## config.mk

```make
export PLATFORM = sky130hd
export DESIGN_NAME = periodic_task_scheduler_rm_edf_llf
export DESIGN_NICKNAME = d
export VERILOG_FILES = /design/src/rtl/core/ptsched_pkg.sv /design/src/rtl/core/ptsched_mod.sv /design/src/rtl/core/ptsched_ctrl.sv /design/src/rtl/core/periodic_task_scheduler_rm_edf_llf.sv
export SDC_FILE = /design/constraint.sdc
export NUM_CORES = 1
export LEC_CHECK = 0
export BUFFER_PORTS_ARGS = -buffer_cell sky130_fd_sc_hd__buf_2
export CORE_ASPECT_RATIO = 1.1
export CORE_MARGIN = 2
export CORE_UTILIZATION = 55
export DETAILED_ROUTE_END_ITERATION = 12
export PLACE_DENSITY = 0.72
export SLEW_MARGIN = 30
export SYNTH_ARGS = -nofsm -noshare
export SYNTH_HDL_FRONTEND = slang
export SYNTH_SLANG_ARGS = --single-unit
```

## constraint.sdc

```tcl
create_clock -name clk -period 9.2 [get_ports clk]
set_input_delay 1.84 -clock clk [delete_from_list [all_inputs] [get_ports clk]]
set_output_delay 1.84 -clock clk [all_outputs]
set_load 0.01 [all_outputs]
```

## src/rtl/core/ptsched_pkg.sv

```systemverilog
// ptsched_pkg: shared constants for the periodic task scheduler
// no dependencies
package ptsched_pkg;
  localparam int MAX_TASKS_DEF   = 6;
  localparam int TIME_BITS_DEF   = 16;
  localparam int PERIOD_BITS_DEF = 10;

  localparam logic [1:0] POL_RM  = 2'd0;
  localparam logic [1:0] POL_EDF = 2'd1;
  localparam logic [1:0] POL_LLF = 2'd2;

  localparam logic [1:0] REG_POLICY  = 2'd0;
  localparam logic [1:0] REG_COUNT   = 2'd1;
  localparam logic [1:0] REG_PERIODS = 2'd2;
  localparam logic [1:0] REG_COMPUTE = 2'd3;
endpackage

```

## src/rtl/core/ptsched_mod.sv

```systemverilog
// ptsched_mod: sequential remainder unit, one quotient bit per cycle
// depends on nothing but its parameters
module ptsched_mod #(
  parameter int TIME_BITS   = 16,
  parameter int PERIOD_BITS = 10
) (
  input  logic                   clk,
  input  logic                   rst,
  input  logic                   start,
  input  logic [TIME_BITS-1:0]   dividend,
  input  logic [PERIOD_BITS-1:0] divisor,
  output logic                   done,
  output logic                   is_zero
);
  localparam int CW = $clog2(TIME_BITS + 1);
  logic [TIME_BITS-1:0]   quo;
  logic [PERIOD_BITS:0]   rem;
  logic [PERIOD_BITS-1:0] dsr;
  logic [CW-1:0]          cnt;
  logic                   busy;
  logic [PERIOD_BITS:0]   shifted;

  assign shifted = {rem[PERIOD_BITS-1:0], quo[TIME_BITS-1]};
  assign is_zero = (rem == '0);

  // restoring division step
  always_ff @(posedge clk) begin
    done <= 1'b0;
    if (rst) begin
      busy <= 1'b0;
    end else if (start) begin
      busy <= 1'b1;
      quo  <= dividend;
      dsr  <= divisor;
      rem  <= '0;
      cnt  <= CW'(TIME_BITS);
    end else if (busy) begin
      quo <= {quo[TIME_BITS-2:0], 1'b0};
      if (shifted >= {1'b0, dsr}) rem <= shifted - {1'b0, dsr};
      else rem <= shifted;
      cnt <= cnt - 1'b1;
      if (cnt == CW'(1)) begin
        busy <= 1'b0;
        done <= 1'b1;
      end
    end
  end
endmodule

```

## src/rtl/core/ptsched_ctrl.sv

```systemverilog
// ptsched_ctrl: per-task sequencer over the task state memory
// depends on ptsched_pkg and ptsched_mod
module ptsched_ctrl #(
  parameter int MAX_TASKS   = ptsched_pkg::MAX_TASKS_DEF,
  parameter int TIME_BITS   = ptsched_pkg::TIME_BITS_DEF,
  parameter int PERIOD_BITS = ptsched_pkg::PERIOD_BITS_DEF
) (
  input  logic                             clk,
  input  logic                             rst,
  input  logic [1:0]                       policy,
  input  logic [2:0]                       task_count,
  input  logic [MAX_TASKS*PERIOD_BITS-1:0] periods,
  input  logic [MAX_TASKS*PERIOD_BITS-1:0] computes,
  input  logic                             in_valid,
  output logic                             in_ready,
  input  logic [TIME_BITS-1:0]             now_in,
  output logic                             out_valid,
  input  logic                             out_ready,
  output logic [2:0]                       ran_task,
  output logic                             idle,
  output logic                             task_finished,
  output logic                             deadline_miss,
  output logic [2:0]                       missed_task,
  output logic                             failed
);
  localparam int IW = (MAX_TASKS > 1) ? $clog2(MAX_TASKS) : 1;
  localparam int DW = TIME_BITS + 1;
  localparam int KW = DW + 2;
  localparam int EW = 1 + PERIOD_BITS + DW;

  typedef enum logic [2:0] {S_IDLE, S_RD, S_MOD, S_WB, S_SEL, S_RUN, S_FET, S_OUT} st_t;
  st_t st;

  // task state memory: {active, remaining work, deadline}
  logic [EW-1:0] mem [MAX_TASKS];
  logic [EW-1:0] rd_data;
  logic [IW-1:0] rd_addr;
  logic          wr_en;
  logic [IW-1:0] wr_addr;
  logic [EW-1:0] wr_data;

  // a read of the entry being written returns the new data
  always_ff @(posedge clk) begin
    if (wr_en) mem[wr_addr] <= wr_data;
    rd_data <= (wr_en && wr_addr == rd_addr) ? wr_data : mem[rd_addr];
  end

  // reset valid bits, an entry not valid reads as zero
  logic [MAX_TASKS-1:0] vld;
  logic                 rd_vld;
  logic [EW-1:0]        ent;
  assign ent = rd_vld ? rd_data : '0;

  logic [TIME_BITS-1:0] now;
  logic [IW-1:0]        idx;
  logic [3:0]           n;
  logic                 miss, ran, fail;
  logic [IW-1:0]        missed, best_i;
  logic signed [KW-1:0] best_k;
  logic                 mod_start, mod_done, mod_zero;

  logic [PERIOD_BITS-1:0] per, wrk;
  assign per = periods[idx*PERIOD_BITS +: PERIOD_BITS];
  assign wrk = computes[idx*PERIOD_BITS +: PERIOD_BITS];

  ptsched_mod #(.TIME_BITS(TIME_BITS), .PERIOD_BITS(PERIOD_BITS)) u_mod (
    .clk(clk), .rst(rst), .start(mod_start), .dividend(now), .divisor(per),
    .done(mod_done), .is_zero(mod_zero)
  );

  logic                   e_act;
  logic [PERIOD_BITS-1:0] e_rem;
  logic [DW-1:0]          e_dl;
  assign e_act = ent[EW-1];
  assign e_rem = ent[DW +: PERIOD_BITS];
  assign e_dl  = ent[DW-1:0];

  // selection key for the entry read this cycle
  logic signed [KW-1:0] key;
  always_comb begin
    case (policy)
      ptsched_pkg::POL_EDF: key = KW'($signed({2'b0, e_dl}));
      ptsched_pkg::POL_LLF: key = $signed({2'b0, e_dl}) - $signed({3'b0, now})
                                  - $signed({{(KW-PERIOD_BITS){1'b0}}, e_rem});
      default:              key = KW'($signed({{(KW-PERIOD_BITS){1'b0}}, per}));
    endcase
  end

  logic last;
  assign last = (4'(idx) + 4'd1 >= n);

  logic [PERIOD_BITS-1:0] new_rem;
  assign new_rem = (e_rem != '0) ? e_rem - 1'b1 : e_rem;

  always_ff @(posedge clk) begin
    mod_start <= 1'b0;
    wr_en     <= 1'b0;
    if (rst) begin
      st        <= S_IDLE;
      in_ready  <= 1'b1;
      out_valid <= 1'b0;
      fail      <= 1'b0;
      vld       <= '0;
      rd_vld    <= 1'b0;
    end else begin
      if (wr_en) vld[wr_addr] <= 1'b1;
      rd_vld <= vld[rd_addr] | (wr_en && wr_addr == rd_addr);
      if (out_valid && out_ready) out_valid <= 1'b0;
      case (st)
        S_IDLE: if (in_valid && in_ready) begin
          now      <= now_in;
          in_ready <= 1'b0;
          idx      <= '0;
          rd_addr  <= '0;
          miss     <= 1'b0;
          ran      <= 1'b0;
          n        <= (task_count > 3'(MAX_TASKS)) ? 4'(MAX_TASKS) : 4'(task_count);
          if (fail || task_count == 3'd0) st <= S_OUT;
          else st <= S_RD;
        end
        // release pass: remainder then write back
        S_RD: begin
          mod_start <= (per != '0);
          st <= (per != '0) ? S_MOD : S_WB;
        end
        S_MOD: if (mod_done) st <= S_WB;
        S_WB: begin
          if (per != '0 && mod_zero) begin
            if (e_act && !miss) begin
              miss <= 1'b1; missed <= idx;
            end
            wr_en   <= 1'b1;
            wr_addr <= idx;
            wr_data <= {wrk != '0, wrk, DW'({1'b0, now} + DW'(per))};
          end
          if (last) begin
            idx <= '0; rd_addr <= '0;
            st  <= S_SEL;
          end else begin
            idx <= idx + 1'b1; rd_addr <= idx + 1'b1;
            st  <= S_RD;
          end
        end
        // selection pass over each entry in turn, through S_SEL then S_RUN
        S_SEL: begin
          if (miss) begin
            fail <= 1'b1;
            st   <= S_OUT;
          end else st <= S_RUN;
        end
        S_RUN: begin
          if (e_act && (!ran || key < best_k)) begin
            ran <= 1'b1; best_k <= key; best_i <= idx;
          end
          if (last) begin
            rd_addr <= (e_act && (!ran || key < best_k)) ? idx : best_i;
            st <= S_FET;
          end else begin
            idx <= idx + 1'b1; rd_addr <= idx + 1'b1;
            st <= S_SEL;
          end
        end
        // read the chosen entry
        S_FET: st <= S_OUT;
        S_OUT: if (!out_valid || out_ready) begin
          ran_task      <= ran ? 3'(rd_addr) : 3'd0;
          idle          <= !ran;
          task_finished <= ran && new_rem == '0;
          deadline_miss <= miss;
          missed_task   <= miss ? 3'(missed) : 3'd0;
          failed        <= fail;
          if (ran) begin
            wr_en   <= 1'b1;
            wr_addr <= rd_addr;
            wr_data <= {new_rem != '0, new_rem, e_dl};
          end
          out_valid <= 1'b1;
          in_ready  <= 1'b1;
          st        <= S_IDLE;
        end
        default: st <= S_IDLE;
      endcase
    end
  end
endmodule

```

## src/rtl/core/periodic_task_scheduler_rm_edf_llf.sv

```systemverilog
// periodic_task_scheduler_rm_edf_llf: top level, config registers and core
// depends on ptsched_pkg, ptsched_ctrl
//
// One request on the input channel is one scheduler tick with current_time.
// Each tick yields exactly one result: the task that ran, completion, a
// deadline miss and the sticky failed flag.
// The config channel writes policy, task_count, task_periods and
// task_compute_times by index; it is always ready and should only be used
// while no tick is in flight.
// Each tick runs a release pass over the tasks (a remainder unit shared
// by all tasks), then a selection pass over the state memory, then a
// fetch of the chosen task and an output step. A miss in the release
// pass skips selection; a failed block or zero task_count skips both.
// Ticks are taken one at a time.
// Reset clears config registers, task state valid bits and the failure flag.
// A stalled receiver holds the result; the next tick is accepted meanwhile
// but its result waits until the earlier one is taken.
module periodic_task_scheduler_rm_edf_llf #(
  parameter int MAX_TASKS   = ptsched_pkg::MAX_TASKS_DEF,
  parameter int TIME_BITS   = ptsched_pkg::TIME_BITS_DEF,
  parameter int PERIOD_BITS = ptsched_pkg::PERIOD_BITS_DEF
) (
  input  logic                 clk,
  input  logic                 rst,
  input  logic                 cfg_valid,
  output logic                 cfg_ready,
  input  logic [1:0]           cfg_index,
  input  logic [59:0]          cfg_data,
  input  logic                 in_valid,
  output logic                 in_ready,
  input  logic [TIME_BITS-1:0] current_time,
  output logic                 out_valid,
  input  logic                 out_ready,
  output logic [2:0]           ran_task,
  output logic                 idle,
  output logic                 task_finished,
  output logic                 deadline_miss,
  output logic [2:0]           missed_task,
  output logic                 failed
);
  localparam int PW = MAX_TASKS * PERIOD_BITS;
  logic [1:0]    policy;
  logic [2:0]    task_count;
  logic [PW-1:0] periods, computes;

  assign cfg_ready = 1'b1;

  // config register file
  always_ff @(posedge clk) begin
    if (rst) begin
      policy <= '0; task_count <= '0; periods <= '0; computes <= '0;
    end else if (cfg_valid) begin
      case (cfg_index)
        ptsched_pkg::REG_POLICY:  policy     <= cfg_data[1:0];
        ptsched_pkg::REG_COUNT:   task_count <= cfg_data[2:0];
        ptsched_pkg::REG_PERIODS: periods    <= PW'({4'b0, cfg_data});
        ptsched_pkg::REG_COMPUTE: computes   <= PW'({4'b0, cfg_data});
        default: ;
      endcase
    end
  end

  ptsched_ctrl #(.MAX_TASKS(MAX_TASKS), .TIME_BITS(TIME_BITS),
                 .PERIOD_BITS(PERIOD_BITS)) u_ctrl (
    .clk(clk), .rst(rst), .policy(policy), .task_count(task_count),
    .periods(periods), .computes(computes),
    .in_valid(in_valid), .in_ready(in_ready), .now_in(current_time),
    .out_valid(out_valid), .out_ready(out_ready), .ran_task(ran_task),
    .idle(idle), .task_finished(task_finished), .deadline_miss(deadline_miss),
    .missed_task(missed_task), .failed(failed)
  );
endmodule

```

==> results of run 1 <==
placed cells by master (no fill, tap or decap), types with 6 or more instances in the layout:
cell and count:
inv_1 87, o211ai_1 16, a21o_1 10, o31ai_1 8, nand2b_1 14, dfxtp_1 143
ha_1 73, clkinv_2 7, and2_1 16, mux2_2 23, nor2_1 129, o22ai_1 11
nor2b_1 19, o211a_1 13, edfxtp_1 303, a211oi_1 14, clkbuf_16 48, a221oi_1 8
nand3b_1 8, or2_2 7, nand4_1 10, nand2_1 323, a21oi_1 193, o21ai_0 44
nand3_1 15, mux2i_1 80, buf_4 26, mux4_2 39, nor3b_1 6, nor2_2 9
o21a_1 15, and3_1 6, a31oi_1 6, nor3_1 27, buf_2 93, xor2_1 17
nor4_1 8, xnor2_1 33, clkbuf_1 8
state kept, by name, summed over array words and instances, names as in the netlist, 2 cells and up, named ones only:
signal	flops
u_ctrl.missed_task	3
u_ctrl.u_mod.rem	11
u_ctrl.u_mod.dsr	10
u_ctrl.ran_task	3
u_ctrl.best_k	19
u_ctrl.wr_data	28
u_ctrl.wr_addr	3
u_ctrl.best_i	3
u_ctrl.n	3
u_ctrl.mem	168
u_ctrl.u_mod.cnt	5
policy	2
u_ctrl.missed	3
u_ctrl.vld	6
u_ctrl.st	3
u_ctrl.u_mod.quo	16
periods	60
computes	60
u_ctrl.now	16
task_count	3
u_ctrl.idx	3
u_ctrl.rd_addr	3
through the flow:
step                instances  instance area [um2]  util, %
floorplan                1930                21500        -
CTS                      2532                23900     62.2
global route             2532                23900     62.2
finish                   2532                23900     62.2
detailed placement       2453                22400     58.4
global placement         2453                22400     58.4
cells by family (layout without fill, tap and decap cells):
kind of cell	count (synthesis)	count (layout)	share of synthesized area (%)
buffers and inverters	184	286	3.56
AOI/OAI and AO/OA	399	399	11.8
other	1	1	0.0174
muxes	143	143	9.07
adders and majority gates	77	77	4.62
DFF	448	448	55.8
xor gates and xnor gates	50	50	2.04
and+or+nand+nor	628	628	13.1
layer usage:
| layer | share of wire [%] | up-vias | track usage [%] | wire [um] |
|---|---|---|---|---|
| met5 | 0.14 | - | 0 | 69 |
| met4 | 3.4 | 10 | 9.08 | 1710 |
| met3 | 6.3 | 107 | 3.98 | 3180 |
| met2 | 48 | 492 | 40.8 | 24100 |
| met1 | 42 | 7242 | 34.6 | 21500 |
| li1 | - | 7128 | - | - |
cell type report:
type / instances / area, um2
clock inverter: 20 / 163
sequential: 448 / 12000
tap: 500 / 626
clock buffer: 59 / 1270
multi-input combinational: 1298 / 8820
inverter: 88 / 330
timing repair buffer: 119 / 661
fill: 3021 / 14500
power by group through the flow:
stage / logic (mW) / clock network (mW) / registers [mW]
floorplan: 1.05 / 0 / 2.32
global placement: 1.28 / 0 / 2.39
detailed placement: 1.30 / 0 / 2.39
CTS: 1.31 / 1.81 / 2.35
global route: 1.45 / 1.87 / 2.36
finish: 1.33 / 1.78 / 2.35
synth_stat cells (all sizes together), types with 15 or more instances:
library cell  count  area (um2)
a21oi           195         983
and2             16         100
buf              25         168
clkbuf           71         267
dfxtp           145        2900
edfxtp          303        9100
ha               73         913
inv              88         330
mux2             24         270
mux2i            80         801
mux4             39         878
nand2           323        1210
nand3            19         113
nor2            141         563
nor2b            20         125
nor3             31         155
o211ai           17         141
o21a             15         113
o21ai            47         235
xnor2            33         289
xor2             17         149
how the worst max path moves through the flow:
stage | start | depth (start not counted) | to
floorplan | flip-flop | 27 | u_ctrl.best_k[0]
global placement | flip-flop | 24 | u_ctrl.best_k[5]
detailed placement | flip-flop | 24 | u_ctrl.best_k[8]
CTS | flip-flop | 24 | u_ctrl.best_k[16]
global route | flip-flop | 25 | u_ctrl.best_k[16]
finish | flip-flop | 24 | u_ctrl.best_k[16]
critical path, delay by kind of cell, from the launching register on:
kind / cells / cell delay, ps
AOI/OAI and AO/OA: 13 / 2910
adders and majority gates: 3 / 1070
buffers and inverters: 2 / 920
DFF: 1 / 710
muxes: 1 / 580
and+or+nand+nor: 3 / 460
xor gates and xnor gates: 2 / 220
==> run summary, run 1 <==
Clock share of power: 32.6%
DR vias: 15000
Area Overhead vs Synth: 11.1%
Hold crit path type: flip-flop to flip-flop
Final Power: 5.46 mW
TritonCTS Buffers: 44
Post-route DRC: 0
Flop-to-flop setup slack: 1990 ps
CTS tree: yes
Pre-antenna DRT Iters: 8
Required time worst endpoint: 9430 ps
Pwr/cell area: 229 nW/um2
Width of the die: 193 um
Place WS: 2050 ps
I/O Buffers: 94
Comb pwr share: 24.3%
Achievable Freq: 139 MHz
CTS sink count: 448
Final max-slew violation count: 0
Cell count after synthesis: 1930
Antenna cells: 0
CP Launch Type: flip-flop
Synth Flop Type: edfxtp_1
Cell depth of the worst hold path: 2
Max VDD drop: 0.156 mV
GP Congestion: 0.933
Congestion Overflow GR: 0
Post-route ant nets: 0
Cts hold-fix bufs: 0
Fin crit share: 78.4%
Min-delay src: periods[47]
Clock skew: 23.5 ps
Die Y: 211 um
Async set-reset flop share out of synthesis: 0%
Crit path kind: flip-flop to flip-flop
Core area: 38400 um2
Syn Nets: 2090
First-pass GRT wire length: 79.3 mm
Setup TNS: 0 ps
CP max stage delay: 710 ps
Status: complete, no violations
Synth unique cells: 86
Sequential power share: 43.1%
Clock transition at the registers of the reported paths: 60 ps
Number of synthesized flops with an enable pin: 303
Initial Util: 56.0%
Sequential area share after synthesis: 55.8%
Die Area: 40700 um2
Worst reg2reg path depth: 24
Initial antenna violation count: 5
Critical Path Fanout Max: 34
Most common cell on crit path: ha_1
RR Endpoint: u_ctrl.best_k[16]
Avg Cell Area, Syn: 11.1 um2
Yosys warns: 0
Rows: 75
Resized cells post-CTS: 0
Hold Vio Cnt, Final: 0
Relative slew margins: 31.8%
Fin worst setup slack: 1990 ps
Hold endpoint: periods[47]
Final setup fails: 0
# nets final: 2159
Cell Area, Synth: 21500 um2
Fin crit period: 7210 ps
Switching share of power: 30.1%
Initial drt markers: 1333
Worst-Margin Slew: 1020 ps
WP data arrival: 7440 ps
Number of global-route vias before repair: 14600
Setup Buffers After CTS: 0
CTS H-tree lvls: 2
Min Hold Slack: 454 ps
Largest net degree at the start of global routing: 90
Root buffer cell: clkbuf_16
Max_cap viols: 0
Boundary Pins: 96
RSZ-0062 raised after global routing: false
CP Capture Type: flip-flop
Total GRT Usage: 25.2%
Layout cells sized above 1: 14.7%
Clock tree buffer depth: 3
HPWL after DPL: 34.8 mm
Yosys reg bits: 448
CP max-delay cell: dfxtp_2
DRT Wirelength: 50.6 mm
CP Cell Sequence: buf_4 > mux4_2 > o211a_1 > ha_1 > a2111o_1 > o211ai_1 > nand2b_1 > a21oi_1 > xnor2_1 > ha_1 > a21oi_1 > o211ai_1 > nor2_1 > xnor2_1 > o22ai_1 > ha_1 > a21o_1 > a211oi_1 > o21ai_0 > a211oi_1 > o2111a_1 > o21bai_2 > nor3_2 > buf_4
Wire length per cell: 20.0 um
Sw power: 1.64 mW
Cell internal pwr: 3.82 mW
P_leak: 8.97 nW
Clock Latency Late Sink: 560 ps
Post-DR vias/cell: 5.92
(Power assumes the default switching activity.)
==> run 2, diff against run 1 <==
--- a/config.mk
+++ b/config.mk
@@ -10,7 +10,7 @@
 export CORE_MARGIN = 2
 export CORE_UTILIZATION = 55
 export DETAILED_ROUTE_END_ITERATION = 12
-export PLACE_DENSITY = 0.72
+export PLACE_DENSITY = 0.75
 export SLEW_MARGIN = 30
 export SYNTH_ARGS = -nofsm -noshare
 export SYNTH_HDL_FRONTEND = slang
==> constraint.sdc (replaced) <==
create_clock -name clk -period 6.1 [get_ports clk]
set_input_delay 1.22 -clock clk [delete_from_list [all_inputs] [get_ports clk]]
set_output_delay 1.22 -clock clk [all_outputs]
set_load 0.01 [all_outputs]
==> run 2 against run 1 <==
Net effect: utilization is 0.93 points higher; clock power increased by 43%; worst hold slack got worse by 1.9 ps; global-route usage up 0.89 points; setup slack got worse by 2000 ps; final cell count increased by 1.6%; final area is 1.5% higher; critical path depth stayed put; combinational power rose by 65%; clock-buffer cell count decreased by 1; fmax increased by 19%; critical path type unchanged.
==> run summary, run 2 (same netlist as run 1, synthesis figures left out) <==
Number of global-route vias before repair: 15300 (+5.4%)
Final max-slew violation count: 0 (unchanged)
Width of the die: 193 um (unchanged)
Fin crit period: 6080 ps (-1130 ps)
Post-Layout Inst Area: 24200 um2 (+1.5%)
Number of buffers and inverters on the critical path: 2 (unchanged)
Wire length per cell: 20.6 um (+3.0%)
Met2 Track Usage GR: 44.2% (+3.4 points)
Clock transition at the registers of the reported paths: 60 ps (about the same)
Post-route DRC: 0 (unchanged)
Final setup fails: 0 (unchanged)
CTS H-tree lvls: 2 (unchanged)
Initial drt markers: 1543 (+16%)
Max VDD drop: 0.250 mV (+61%)
Top flop regs: u_ctrl.mem x168, computes x60, periods x60
Worst-Margin Slew: 892 ps (-130 ps)
Boundary Pins: 96 (unchanged)
Die Y: 211 um (unchanged)
Rows: 75 (unchanged)
Met1 Use GR: 34.3% (-0.23 points)
# nets final: 2199 (+1.9%)
I/O Buffers: 94 (unchanged)
Fin crit share: 99.7% (+21 points)
RSZ-0062 raised after global routing: true
Cts hold-fix bufs: 0 (unchanged)
DRT Wirelength: 53.0 mm (+4.7%)
Critical path's top delay family: compound AO/OA/AOI/OAI gates
DR vias: 15500 (+3.7%)
Achievable Freq: 164 MHz (+19%)
Hold crit path type: flip-flop to flip-flop
Pre-antenna DRT Iters: 8 (unchanged)
Layer with the highest usage: met2
CTS sink count: 448 (unchanged)
Grt met3 use: 3.75% (-0.23 points)
TritonCTS Buffers: 44 (unchanged)
P_leak: 9.13 nW (+1.7%)
Clock Latency Late Sink: 560 ps (about the same)
Initial antenna violation count: 4 (-1)
Critical Path Fanout Max: 7 (-79%)
Required time worst endpoint: 6400 ps (-3030 ps)
Die Area: 40700 um2 (unchanged)
Status: complete, no violations
CP max-delay cell: mux4_2
Congestion Overflow GR: 0 (unchanged)
CP Launch Type: flip-flop
HPWL after DPL: 36.2 mm (+3.9%)
Clock tree buffer depth: 3 (unchanged)
CP Cell Sequence: buf_6 > mux4_2 > o211a_4 > fa_2 > a211oi_2 > nor2_1 > o21a_1 > nor2_2 > xnor2_1 > ha_1 > or3_1 > o211ai_1 > buf_4 > xnor2_1 > a221oi_1 > nor2_1 > ha_1 > nand4_1 > o221ai_1 > o21ai_0 > o2111a_2 > o21bai_4 > mux2_2 > a31o_1
Final Util: 63.1% (+0.93 points)
Dpl cell area: 22700 um2 (+1.3%)
Setup TNS: 0 ps (unchanged)
Fillers: 2884 (-4.5%)
WP data arrival: 6380 ps (-1060 ps)
Largest net degree at the start of global routing: 90 (unchanged)
Commonest non-fill, non-tap cell in the layout: nand2_1
Initial Util: 56.0% (unchanged)
GP Congestion: 0.937 (+0.40%)
Hold Vio Cnt, Final: 0 (unchanged)
Relative slew margins: 40.5% (+8.7 points)
Crit path kind: flip-flop to flip-flop
Min-delay src: periods[32]
CP max stage delay: 510 ps (-200 ps)
Most frequent cells in the layout: nand2_1, edfxtp_1, a21oi_1
Area Overhead vs Synth: 12.7%
Max_cap viols: 0 (unchanged)
Clock skew: 20.8 ps (-2.71 ps)
Root buffer cell: clkbuf_16
Total GRT Usage: 26.1% (+0.89 points)
CTS tree: yes
Core area: 38400 um2 (unchanged)
Layout cells sized above 1: 17.6% (+2.8 points)
Antenna cells: 0 (unchanged)
Post-route ant nets: 0 (unchanged)
Pwr/cell area: 341 nW/um2 (+49%)
Biggest register: u_ctrl.mem
Max FFs per register: 168 (unchanged)
CP Capture Type: flip-flop
First-pass GRT wire length: 82.5 mm (+3.9%)
Post-DR vias/cell: 6.04 (+2.1%)
[run 2: cell count changes in the layout (fill, tap and decap cells not counted), moves of 4 or more]
| cell | delta |
|---|---|
| buf_4 | +36 |
| clkinv_2 | +4 |
| ha_1 | -4 |
| clkbuf_16 | -4 |
| a211oi_1 | -5 |
| a211oi_2 | +5 |
[run 2: repair_timing]
item                       in CTS  in global routing
setup buffers                   0                 11
gates cloned                    0                  0
setup endpoints to repair       1                 26
pin swaps                       0                 16
resized for setup               1                 25
[run 2: worst register-to-register path, stage by stage, from the launching register on]
cell and delay (ps):
dfxtp_4 410, buf_6 120, mux4_2 510, o211a_4 270, fa_2 400, a211oi_2 270
nor2_1 100, o21a_1 180, nor2_2 120, xnor2_1 90, ha_1 340, or3_1 330
o211ai_1 160, buf_4 170, xnor2_1 50, a221oi_1 350, nor2_1 110, ha_1 310
nand4_1 140, o221ai_1 300, o21ai_0 140, o2111a_2 190, o21bai_4 220, mux2_2 370
a31o_1 180
[run 2: path summary, 6_finish.rpt]
path	cells after the start	endpoint	slack (ps)
setup / recovery	24	u_ctrl.rd_addr[0]	20
hold / removal	2	periods[32]	450
setup reg to reg	24	u_ctrl.rd_addr[0]	20
hold reg to reg	2	periods[32]	450
[run 2: per-layer routing]
layer  share of wire, %  vias to the layer above
li1                   -                     7209
met1                 40                     7522
met2                 49                      663
met3                7.0                      132
met4                3.5                        8
met5               0.10                        -
[run 2: final cells by class]
type                            count  area (um2)  share of cell area, %
Multi-Input combinational cell   1298        8940                   36.9
Inverter                           88         330                   1.36
Clock inverter                     22         158                  0.651
Clock buffer                       58        1180                   4.88
Sequential cell                   448       12000                   49.5
Tap cell                          500         626                   2.58
Timing Repair Buffer              159         985                   4.06
[run 2: stage by stage]
stage | cells | setup slack (ps) | total power, mW | hold slack (ps)
final | 2573 | 17.3 | 8.26 | 452
after global routing | 2573 | -271 | 8.61 | 470
after CTS | 2563 | 8.75 | 8.18 | 453
after detailed placement | 2483 | -66.0 | 5.64 | 444
after global placement | 2483 | 68.1 | 5.60 | 439
after floorplan | 1930 | 32.0 | 5.12 | 425
[run 2: power breakdown]
part	total [mW]	internal, mW	switching, mW
Clock	2.55	1.42	1.13
Sequential	3.51	3.38	0.130
Combinational	2.20	0.918	1.28
Total	8.26	5.72	2.54
